--- src/rtl/mrsp_pkg.sv ---
// ----------------------------------------------------------------------------
// MIDI running status parser package
// Shared types and constants for the parser front end, job queue and
// echo sequencer.
// ----------------------------------------------------------------------------
package mrsp_pkg;

   // Message type nibbles (upper nibble of a status byte).
   localparam logic [3:0] TYPE_NOTE_OFF  = 4'h8;
   localparam logic [3:0] TYPE_NOTE_ON   = 4'h9;
   localparam logic [3:0] TYPE_POLY_AT   = 4'hA;
   localparam logic [3:0] TYPE_CTRL      = 4'hB;
   localparam logic [3:0] TYPE_PROGRAM   = 4'hC;
   localparam logic [3:0] TYPE_CHAN_AT   = 4'hD;
   localparam logic [3:0] TYPE_PITCH     = 4'hE;
   localparam logic [3:0] TYPE_SYSTEM    = 4'hF;

   // Marker bytes sent ahead of every completed message.
   localparam logic [7:0] MARK_HEAD      = 8'h9F;
   localparam logic [7:0] MARK_FILL      = 8'hAA;

   // Job queue geometry.
   localparam int unsigned QUEUE_DEPTH   = 2;
   localparam int unsigned QUEUE_PTR_W   = 1;

   typedef enum logic {
      JOB_ECHO,
      JOB_MSG
   } job_kind_type;

   // One unit of work handed from the front end to the echo sequencer.
   typedef struct packed {
      job_kind_type kind;
      logic [7:0]   echo_byte;
      logic [3:0]   msg_type;
      logic [3:0]   msg_chan;
      logic [6:0]   data0;
      logic [6:0]   data1;
      logic         two_data;
      logic         is_note;
      logic         note_on;
      logic         show_body;
   } job_type;

   // Position inside the output sequence of a completed message.
   typedef enum logic [2:0] {
      STEP_HEAD   = 3'd0,
      STEP_FILL1  = 3'd1,
      STEP_FILL2  = 3'd2,
      STEP_STATUS = 3'd3,
      STEP_DATA0  = 3'd4,
      STEP_DATA1  = 3'd5
   } step_type;

endpackage

--- src/rtl/mrsp_front.sv ---
// ----------------------------------------------------------------------------
// MIDI parser front end
// Tracks the open message and running status, and turns each accepted
// byte into at most one job for the echo sequencer.
// ----------------------------------------------------------------------------
module mrsp_front (
   input  logic             clock,
   input  logic             reset,
   input  logic             accept,
   input  logic [7:0]       midi_byte,
   input  logic             csr_wr_en,
   input  logic             csr_wr_data,
   output logic             job_push,
   output mrsp_pkg::job_type job
);

   logic [3:0] cur_type_ff, cur_type_in;
   logic [3:0] cur_chan_ff, cur_chan_in;
   logic [1:0] cur_left_ff, cur_left_in;
   logic [1:0] cur_count_ff, cur_count_in;
   logic [6:0] first_data_ff, first_data_in;
   logic [3:0] run_type_ff, run_type_in;
   logic [3:0] run_chan_ff, run_chan_in;
   logic [1:0] run_need_ff, run_need_in;
   logic       ignore_ff, ignore_in;
   logic       mute_ff, mute_in;

   always_ff @(posedge clock) begin
      if (reset) begin
         cur_type_ff   <= '0;
         cur_chan_ff   <= '0;
         cur_left_ff   <= '0;
         cur_count_ff  <= '0;
         first_data_ff <= '0;
         run_type_ff   <= '0;
         run_chan_ff   <= '0;
         run_need_ff   <= '0;
         ignore_ff     <= 1'b0;
         mute_ff       <= 1'b0;
      end else begin
         cur_type_ff   <= cur_type_in;
         cur_chan_ff   <= cur_chan_in;
         cur_left_ff   <= cur_left_in;
         cur_count_ff  <= cur_count_in;
         first_data_ff <= first_data_in;
         run_type_ff   <= run_type_in;
         run_chan_ff   <= run_chan_in;
         run_need_ff   <= run_need_in;
         ignore_ff     <= ignore_in;
         mute_ff       <= mute_in;
      end
   end

   assign mute_in = csr_wr_en ? csr_wr_data : mute_ff;

   always_comb begin
      logic [3:0] eff_type;
      logic [3:0] eff_chan;
      logic [1:0] eff_left;
      logic [1:0] eff_count;
      logic [6:0] eff_first;
      logic [1:0] left_next;
      logic       two;
      logic [6:0] d0;
      logic [6:0] d1;
      logic       note;

      cur_type_in   = cur_type_ff;
      cur_chan_in   = cur_chan_ff;
      cur_left_in   = cur_left_ff;
      cur_count_in  = cur_count_ff;
      first_data_in = first_data_ff;
      run_type_in   = run_type_ff;
      run_chan_in   = run_chan_ff;
      run_need_in   = run_need_ff;
      ignore_in     = ignore_ff;
      job_push      = 1'b0;
      job           = '0;
      job.kind      = mrsp_pkg::JOB_ECHO;
      job.echo_byte = midi_byte;

      // With nothing open, a data byte picks up the saved running status.
      if (cur_left_ff == 2'd0) begin
         eff_type  = run_type_ff;
         eff_chan  = run_chan_ff;
         eff_left  = run_need_ff;
         eff_count = 2'd0;
         eff_first = 7'd0;
      end else begin
         eff_type  = cur_type_ff;
         eff_chan  = cur_chan_ff;
         eff_left  = cur_left_ff;
         eff_count = cur_count_ff;
         eff_first = first_data_ff;
      end
      left_next = eff_left - 2'd1;
      two       = (eff_count != 2'd0);
      d0        = two ? eff_first : midi_byte[6:0];
      d1        = two ? midi_byte[6:0] : 7'd0;
      note      = (eff_type == mrsp_pkg::TYPE_NOTE_OFF) ||
                  (eff_type == mrsp_pkg::TYPE_NOTE_ON);

      if (accept) begin
         if (midi_byte[7]) begin
            cur_left_in   = 2'd0;
            cur_count_in  = 2'd0;
            first_data_in = 7'd0;
            if (midi_byte[7:4] == mrsp_pkg::TYPE_SYSTEM) begin
               cur_type_in = 4'd0;
               cur_chan_in = 4'd0;
               ignore_in   = 1'b1;
               job_push    = 1'b1;
            end else begin
               cur_type_in = midi_byte[7:4];
               cur_chan_in = midi_byte[3:0];
               ignore_in   = 1'b0;
               unique case (midi_byte[7:4]) inside
                  mrsp_pkg::TYPE_NOTE_OFF, mrsp_pkg::TYPE_NOTE_ON,
                  mrsp_pkg::TYPE_POLY_AT, mrsp_pkg::TYPE_CTRL,
                  mrsp_pkg::TYPE_PITCH:   cur_left_in = 2'd2;
                  mrsp_pkg::TYPE_PROGRAM,
                  mrsp_pkg::TYPE_CHAN_AT: cur_left_in = 2'd1;
                  default:                cur_left_in = 2'd0;
               endcase
            end
         end else begin
            cur_type_in   = eff_type;
            cur_chan_in   = eff_chan;
            cur_left_in   = eff_left;
            cur_count_in  = eff_count;
            first_data_in = eff_first;
            if (eff_left == 2'd0) begin
               // No status to apply: the byte goes out alone.
               job_push = 1'b1;
            end else if (left_next != 2'd0) begin
               cur_left_in  = left_next;
               cur_count_in = eff_count + 2'd1;
               if (eff_count == 2'd0) begin
                  first_data_in = midi_byte[6:0];
               end
            end else if (ignore_ff) begin
               // Message completes inside a system stream: echo the byte only.
               cur_left_in = 2'd0;
               job_push    = 1'b1;
            end else begin
               job_push       = 1'b1;
               job.kind       = mrsp_pkg::JOB_MSG;
               job.msg_type   = eff_type;
               job.msg_chan   = eff_chan;
               job.data0      = d0;
               job.data1      = d1;
               job.two_data   = two;
               job.is_note    = note;
               job.note_on    = (eff_type == mrsp_pkg::TYPE_NOTE_ON) && (d1 != 7'd0);
               job.show_body  = !(note && mute_ff);
               run_type_in    = eff_type;
               run_chan_in    = eff_chan;
               run_need_in    = two ? 2'd2 : 2'd1;
               cur_type_in    = 4'd0;
               cur_chan_in    = 4'd0;
               cur_left_in    = 2'd0;
               cur_count_in   = 2'd0;
               first_data_in  = 7'd0;
            end
         end
      end
   end

endmodule

--- src/rtl/mrsp_queue.sv ---
// ----------------------------------------------------------------------------
// MIDI parser job queue
// Small first-in first-out buffer that decouples the front end from the
// echo sequencer.
// ----------------------------------------------------------------------------
module mrsp_queue (
   input  logic              clock,
   input  logic              reset,
   input  logic              push,
   input  mrsp_pkg::job_type push_job,
   input  logic              pop,
   output mrsp_pkg::job_type head_job,
   output logic              not_empty,
   output logic              full
);

   mrsp_pkg::job_type                    entry_ff [mrsp_pkg::QUEUE_DEPTH];
   logic [mrsp_pkg::QUEUE_PTR_W-1:0]     wr_ptr_ff, wr_ptr_in;
   logic [mrsp_pkg::QUEUE_PTR_W-1:0]     rd_ptr_ff, rd_ptr_in;
   logic [mrsp_pkg::QUEUE_PTR_W:0]       count_ff, count_in;

   always_ff @(posedge clock) begin
      if (reset) begin
         wr_ptr_ff <= '0;
         rd_ptr_ff <= '0;
         count_ff  <= '0;
      end else begin
         wr_ptr_ff <= wr_ptr_in;
         rd_ptr_ff <= rd_ptr_in;
         count_ff  <= count_in;
      end
   end

   always_ff @(posedge clock) begin
      if (push) begin
         entry_ff[wr_ptr_ff] <= push_job;
      end
   end

   always_comb begin
      wr_ptr_in = push ? wr_ptr_ff + 1'b1 : wr_ptr_ff;
      rd_ptr_in = pop  ? rd_ptr_ff + 1'b1 : rd_ptr_ff;
      count_in  = count_ff;
      if (push && !pop) begin
         count_in = count_ff + 1'b1;
      end else if (pop && !push) begin
         count_in = count_ff - 1'b1;
      end
   end

   assign head_job  = entry_ff[rd_ptr_ff];
   assign not_empty = (count_ff != '0);
   assign full      = (count_ff == (mrsp_pkg::QUEUE_PTR_W + 1)'(mrsp_pkg::QUEUE_DEPTH));

endmodule

--- src/rtl/mrsp_back.sv ---
// ----------------------------------------------------------------------------
// MIDI parser echo sequencer
// Expands each queued job into its result bytes, one per cycle while
// rsp_stall is low, through an output register.
// ----------------------------------------------------------------------------
module mrsp_back (
   input  logic              clock,
   input  logic              reset,
   input  logic              job_valid,
   input  mrsp_pkg::job_type job,
   output logic              job_pop,
   output logic              rsp_valid,
   input  logic              rsp_stall,
   output logic [7:0]        rsp_out_byte,
   output logic              rsp_is_last,
   output logic              rsp_note_event,
   output logic [3:0]        rsp_note_channel,
   output logic [6:0]        rsp_note_number,
   output logic [6:0]        rsp_note_velocity,
   output logic              rsp_note_is_on
);

   mrsp_pkg::step_type step_ff, step_in;
   logic               valid_ff, valid_in;
   logic [7:0]         byte_ff, byte_in;
   logic               last_ff, last_in;
   logic               event_ff, event_in;
   logic [3:0]         chan_ff, chan_in;
   logic [6:0]         number_ff, number_in;
   logic [6:0]         velocity_ff, velocity_in;
   logic               on_ff, on_in;
   logic               load;

   always_ff @(posedge clock) begin
      if (reset) begin
         step_ff  <= mrsp_pkg::STEP_HEAD;
         valid_ff <= 1'b0;
      end else begin
         step_ff  <= step_in;
         valid_ff <= valid_in;
      end
   end

   always_ff @(posedge clock) begin
      byte_ff     <= byte_in;
      last_ff     <= last_in;
      event_ff    <= event_in;
      chan_ff     <= chan_in;
      number_ff   <= number_in;
      velocity_ff <= velocity_in;
      on_ff       <= on_in;
   end

   assign load = job_valid && (!valid_ff || !rsp_stall);

   always_comb begin
      logic [7:0]         cur_byte;
      logic               cur_last;
      mrsp_pkg::step_type next_step;

      cur_byte  = mrsp_pkg::MARK_HEAD;
      cur_last  = 1'b0;
      next_step = mrsp_pkg::STEP_HEAD;
      unique case (step_ff)
         mrsp_pkg::STEP_HEAD: begin
            cur_byte  = mrsp_pkg::MARK_HEAD;
            next_step = mrsp_pkg::STEP_FILL1;
         end
         mrsp_pkg::STEP_FILL1: begin
            cur_byte  = mrsp_pkg::MARK_FILL;
            next_step = mrsp_pkg::STEP_FILL2;
         end
         mrsp_pkg::STEP_FILL2: begin
            cur_byte  = mrsp_pkg::MARK_FILL;
            cur_last  = !job.show_body;
            next_step = mrsp_pkg::STEP_STATUS;
         end
         mrsp_pkg::STEP_STATUS: begin
            cur_byte  = {job.msg_type, job.msg_chan};
            next_step = mrsp_pkg::STEP_DATA0;
         end
         mrsp_pkg::STEP_DATA0: begin
            cur_byte  = {1'b0, job.data0};
            cur_last  = !job.two_data;
            next_step = mrsp_pkg::STEP_DATA1;
         end
         mrsp_pkg::STEP_DATA1: begin
            cur_byte  = {1'b0, job.data1};
            cur_last  = 1'b1;
            next_step = mrsp_pkg::STEP_HEAD;
         end
         default: begin
            cur_byte  = mrsp_pkg::MARK_HEAD;
            cur_last  = 1'b1;
            next_step = mrsp_pkg::STEP_HEAD;
         end
      endcase
      if (job.kind == mrsp_pkg::JOB_ECHO) begin
         cur_byte = job.echo_byte;
         cur_last = 1'b1;
      end

      step_in     = step_ff;
      valid_in    = valid_ff && rsp_stall;
      byte_in     = byte_ff;
      last_in     = last_ff;
      event_in    = event_ff;
      chan_in     = chan_ff;
      number_in   = number_ff;
      velocity_in = velocity_ff;
      on_in       = on_ff;
      job_pop     = 1'b0;

      if (load) begin
         valid_in    = 1'b1;
         byte_in     = cur_byte;
         last_in     = cur_last;
         event_in    = 1'b0;
         chan_in     = 4'd0;
         number_in   = 7'd0;
         velocity_in = 7'd0;
         on_in       = 1'b0;
         if (job.kind == mrsp_pkg::JOB_MSG && job.is_note &&
             step_ff == mrsp_pkg::STEP_HEAD) begin
            event_in    = 1'b1;
            chan_in     = job.msg_chan;
            number_in   = job.data0;
            velocity_in = job.data1;
            on_in       = job.note_on;
         end
         step_in = cur_last ? mrsp_pkg::STEP_HEAD : next_step;
         job_pop = cur_last;
      end
   end

   assign rsp_valid         = valid_ff;
   assign rsp_out_byte      = byte_ff;
   assign rsp_is_last       = last_ff;
   assign rsp_note_event    = event_ff;
   assign rsp_note_channel  = chan_ff;
   assign rsp_note_number   = number_ff;
   assign rsp_note_velocity = velocity_ff;
   assign rsp_note_is_on    = on_ff;

endmodule

--- src/rtl/midi_running_status_parser_core.sv ---
// ----------------------------------------------------------------------------
// MIDI running status parser core
// Parses a MIDI byte stream with running status and produces an echo
// stream with marked, completed channel messages and note events.
// ----------------------------------------------------------------------------
//
//   Channel   Direction  Handshake             Payload
//   req_      in         req_valid/req_stall   req_midi_byte
//   rsp_      out        rsp_valid/rsp_stall   rsp_out_byte, rsp_is_last,
//                                              rsp_note_* fields
//   csr_      in         csr_wr_en             csr_wr_data (mute_note_echo)
//
// A request is classified in the cycle it is accepted and its job is written
// into the queue. The first result is then loaded from the queue head into
// the rsp_ output register, from which the port takes it. The sequencer sends
// one result per cycle while rsp_stall is low, so a request gives one, three,
// five or six results on the output port.
// Requests are taken every cycle while the two-entry job queue has room;
// req_stall rises only when it is full. Requests that give no result
// (channel status bytes, buffered data bytes) never enter the queue.
// Reset is synchronous and clears the parser state, the queue and rsp_valid.
//
module midi_running_status_parser_core (
   input  logic       clock,
   input  logic       reset,

   input  logic       req_valid,
   output logic       req_stall,
   input  logic [7:0] req_midi_byte,

   output logic       rsp_valid,
   input  logic       rsp_stall,
   output logic [7:0] rsp_out_byte,
   output logic       rsp_is_last,
   output logic       rsp_note_event,
   output logic [3:0] rsp_note_channel,
   output logic [6:0] rsp_note_number,
   output logic [6:0] rsp_note_velocity,
   output logic       rsp_note_is_on,

   input  logic       csr_wr_en,
   input  logic       csr_wr_data
);

   logic              req_accept;
   logic              job_push;
   mrsp_pkg::job_type push_job;
   mrsp_pkg::job_type head_job;
   logic              queue_not_empty;
   logic              queue_full;
   logic              job_pop;

   // The front end only stalls on a full queue; it needs no time of its own.
   assign req_stall  = queue_full;
   assign req_accept = req_valid && !req_stall;

   // Front end: running status tracking and message classification.
   mrsp_front u_front (
      .clock       (clock),
      .reset       (reset),
      .accept      (req_accept),
      .midi_byte   (req_midi_byte),
      .csr_wr_en   (csr_wr_en),
      .csr_wr_data (csr_wr_data),
      .job_push    (job_push),
      .job         (push_job)
   );

   // Queue between the two halves, so a stalled output does not hold
   // back the parser until it fills.
   mrsp_queue u_queue (
      .clock     (clock),
      .reset     (reset),
      .push      (job_push),
      .push_job  (push_job),
      .pop       (job_pop),
      .head_job  (head_job),
      .not_empty (queue_not_empty),
      .full      (queue_full)
   );

   // Back end: expands each job into its result bytes.
   mrsp_back u_back (
      .clock             (clock),
      .reset             (reset),
      .job_valid         (queue_not_empty),
      .job               (head_job),
      .job_pop           (job_pop),
      .rsp_valid         (rsp_valid),
      .rsp_stall         (rsp_stall),
      .rsp_out_byte      (rsp_out_byte),
      .rsp_is_last       (rsp_is_last),
      .rsp_note_event    (rsp_note_event),
      .rsp_note_channel  (rsp_note_channel),
      .rsp_note_number   (rsp_note_number),
      .rsp_note_velocity (rsp_note_velocity),
      .rsp_note_is_on    (rsp_note_is_on)
   );

endmodule
--- config.mk ---
export PLATFORM = sky130hd
export DESIGN_NAME = midi_running_status_parser_core
export DESIGN_NICKNAME = d
export VERILOG_FILES = /design/src/rtl/mrsp_pkg.sv /design/src/rtl/mrsp_front.sv /design/src/rtl/mrsp_queue.sv /design/src/rtl/mrsp_back.sv /design/src/rtl/midi_running_status_parser_core.sv
export SDC_FILE = /design/constraint.sdc
export NUM_CORES = 1
export LEC_CHECK = 0
export ABC_AREA = 1
export BUFFER_PORTS_ARGS = -buffer_cell sky130_fd_sc_hd__buf_4
export CELL_PAD_IN_SITES_DETAIL_PLACEMENT = 1
export CELL_PAD_IN_SITES_GLOBAL_PLACEMENT = 2
export CORE_MARGIN = 2
export CORE_UTILIZATION = 38
export DETAILED_ROUTE_END_ITERATION = 7
export GPL_TIMING_DRIVEN = 0
export MAX_ROUTING_LAYER = met4
export PLACE_DENSITY_LB_ADDON = 0.1
export SYNTH_ARGS = -nofsm -noshare
export SYNTH_HDL_FRONTEND = slang
export SYNTH_SLANG_ARGS = --single-unit
--- constraint.sdc ---
create_clock -name clock -period 3.9 [get_ports clock]
set_input_delay 0.39 -clock clock [delete_from_list [all_inputs] [get_ports clock]]
set_output_delay 0.39 -clock clock [all_outputs]
set_load 0.005 [all_outputs]
==> results_dict.tcl <==
set metrics [dict create \
    cp.depth 8 \
    whs_path_depth 2 \
    antenna_found_initial 0 \
    port_buffers 44 \
    track_usage_pct 21.1 \
    drv_cap 0 \
    clk_latency_ps 430 \
    finalSetupViolations 0 \
    syn_area_sq_mm 0.00612 \
    holdBufCountCts 0 \
    rsz0062_at_grt "no" \
    cts-root-buf "clkbuf_16" \
    ir_drop_mv 0.332 \
    route.detailed.drc 0 \
    num_antenna_cells 0 \
    final_common_cell "nand2_1" \
    place_hpwl_mm 12.0 \
    crit_fanout 34 \
    min_to "u_front.mute_ff" \
    vias 4605 \
    die_width_microns 131 \
    fmax_mhz 334 \
    coreArea_sq_mm 0.0158 \
    crit_chain "o21ai_0 -> inv_1 -> nand2_1 -> ha_1 -> a21oi_1 -> o21ai_0 -> o21ai_0 -> a21oi_1" \
    fin_crit_sh_pct 76.9 \
    avgSynthCellArea_sq_um 9.47 \
    final_antenna_net_count 0 \
    synthTopCellsByArea "edfxtp_1 (49%), dfxtp_1 (13%), nand2_1 (11%), a21oi_1 (4.3%), inv_1 (3.8%)" \
    arrival_ps 3310 \
    hold_class "in -> reg" \
    total_leakage_power_nw 3.03 \
    cts_setup_buffers 0 \
    hold_viol_final 0 \
    rr_worst_depth 8 \
    cts-buffers-inserted 17 \
    yosysTopAreaCell "edfxtp_1" \
    clockBufferDepth 2 \
    syn_to_final_growth_pct 20.6 \
    ctsResizeCount 0 \
    initial_core_util_pct 38.7 \
    min_period_ps 3000 \
    synthArstFlopShare_pct 0 \
    cts_tree "done" \
    final_core_utilization_pct 46.6 \
    r2r_end "u_queue.count_ff[1]" \
    grt_pass1_wl_mm 25.6 \
    p_per_area_mw_per_mm2 667 \
    overflow 0 \
    timing.final.ws_setup_ps 902 \
    r2r_setup_slack_ps 900 \
    reg2reg_from "u_queue.count_ff[0]" \
    fp.dieArea_sq_mm 0.0171 \
    crit_path_start_kind "flop" \
    slew_violations 0 \
    wl_per_cell_microns 17.4 \
    post-place-ws_ps 701 \
    synth.top_cell.area_share_pct 48.6 \
    ys_warn_count 0 \
    cts.sinks 139 \
    crit_required_ps 4210 \
    critPathBufInv 1 \
    drive_above_1_share_pct 17.3 \
    synthFlopType "edfxtp_1" \
    seq_area_frac_synth_pct 61.7 \
    rows 46 \
    synthCells 646 \
    worst_pin_slew_ps 1220 \
    grt_max_degree 35 \
    syn-num-nets 662 \
    grtUsageMet2_pct 32.7 \
    firstDrtPassIters 4 \
    drtIter0Drc 194 \
    slew_headroom_pct 18.4 \
    crit_path_end_kind "flop" \
    max_stage_delay_ps 980 \
    status "completed" \
    cp_top_family "buffers and inverters" \
    grtUsageMet3_pct 4.28 \
    vias_per_cell 4.90 \
    htree_levels 4 \
    critPathMostFrequentCell "o21ai_0" \
    routed_wl_mm 16.4 \
    synth-edff-count 99 \
    ioPinCount 45 \
    die_h_microns 131 \
    min-delay-start "csr_wr_en" \
    setup_tns_ps 0 \
    slowest_stage "inv_1" \
    critPathKind "reg -> reg" \
    skew_ps 12.2 \
    gp_congestion 0.870 \
    layout_common_cells "nand2_1 (185), edfxtp_1 (99), inv_1 (62)" \
    grtUsageMet1_pct 27.0 \
    grt_pass1_vias 4627 \
    cts.clk_slew.worst_paths_ps 60 \
    ys_types 34 \
    ys_ff_latch 139 \
    nNetsFinal 727 \
    top_usage_layer "met2" \
]
-- worst reg2reg max path, cell delays in order (launching register included) --
cell and delay, ps:
dfxtp_1 380, o21ai_0 280, inv_1 980, nand2_1 370, ha_1 410, a21oi_1 120, o21ai_0 120, o21ai_0 170
a21oi_1 60
-- state kept, by name (all words and copies together), names as in the netlist, 2 cells and up, named ones only --
register,count
u_front.first_data_ff,7
u_back.rsp_note_number,7
u_back.rsp_note_channel,4
u_back.step_ff,3
u_back.rsp_out_byte,8
u_front.cur_type_ff,4
u_front.run_type_ff,4
u_front.cur_chan_ff,4
u_front.run_chan_ff,4
u_queue.entry_ff,70
u_front.cur_count_ff,2
u_front.run_need_ff,2
u_back.rsp_note_velocity,7
u_front.cur_left_ff,2
u_queue.count_ff,2
-- logic make-up after synthesis --
logic type | count (synthesis) | synth area share [%]
AO/OA/AOI/OAI | 106 | 9.84
XOR/XNOR | 1 | 0.143
adder cells (fa/ha/maj) | 2 | 0.409
buffers and inverters | 89 | 6.13
flip-flops | 139 | 61.7
multiplexers | 3 | 0.491
AND/OR/NAND/NOR | 306 | 21.3
-- Yosys cell counts, types with 4 or more instances --
cell type and n:
o21ai_1 6, inv_1 62, nand3_1 38, clkbuf_1 6
a31oi_1 4, nand2_2 10, inv_2 5, o21a_1 5
a21oi_1 52, buf_2 12, a21oi_2 8, nor2_1 57
nand2_1 185, dfxtp_1 40, o21ai_0 25, edfxtp_1 99
-- how the worst max path moves through the flow --
stage,start,endpoint,slack [ps]
floorplan,u_front.cur_left_ff[0],u_queue.entry_ff[0][0],1120
global placement,req_midi_byte[6],u_queue.entry_ff[0][6],-90
detailed placement,rsp_stall,u_queue.count_ff[1],700
CTS,u_queue.count_ff[0],u_queue.count_ff[1],860
global route,u_queue.count_ff[0],u_queue.count_ff[1],610
finish,u_queue.count_ff[0],u_queue.count_ff[1],900
-- metrics by stage --
step                cells  power, mW  hold slack, ps  cell area, sq um
finish                940       4.92             151              7380
CTS                   940       4.98             134              7380
detailed placement    908       3.32             459              6780
global placement      906       3.28             451              6720
global route          940       5.19             150              7380
floorplan             646       2.73             445              6120
-- per-layer routing --
layer	wire length [microns]	share of wire, %
met1	7820	48
met2	7700	47
met3	586	3.6
met4	301	1.8
met5	0	0
-- where the power goes --
part	internal (mW)	leakage (nW)	total (mW)	switching, mW
Sequential	1.92	1.27	2.00	0.0884
Combinational	0.454	1.47	1.28	0.826
Clock	1.05	0.294	1.64	0.588
Total	3.42	3.03	4.92	1.50
-- final cells by class --
class | instances | area [sq um]
fillers | 1830 | 8450
flip-flops and latches | 139 | 3770
multi-input cells | 418 | 1980
clock buffers | 24 | 482
repair buffers | 46 | 378
well taps | 216 | 270
inverters | 67 | 251
plain buffers | 22 | 124
clock inverters | 8 | 118
Power figures use the tool's default switching activity.
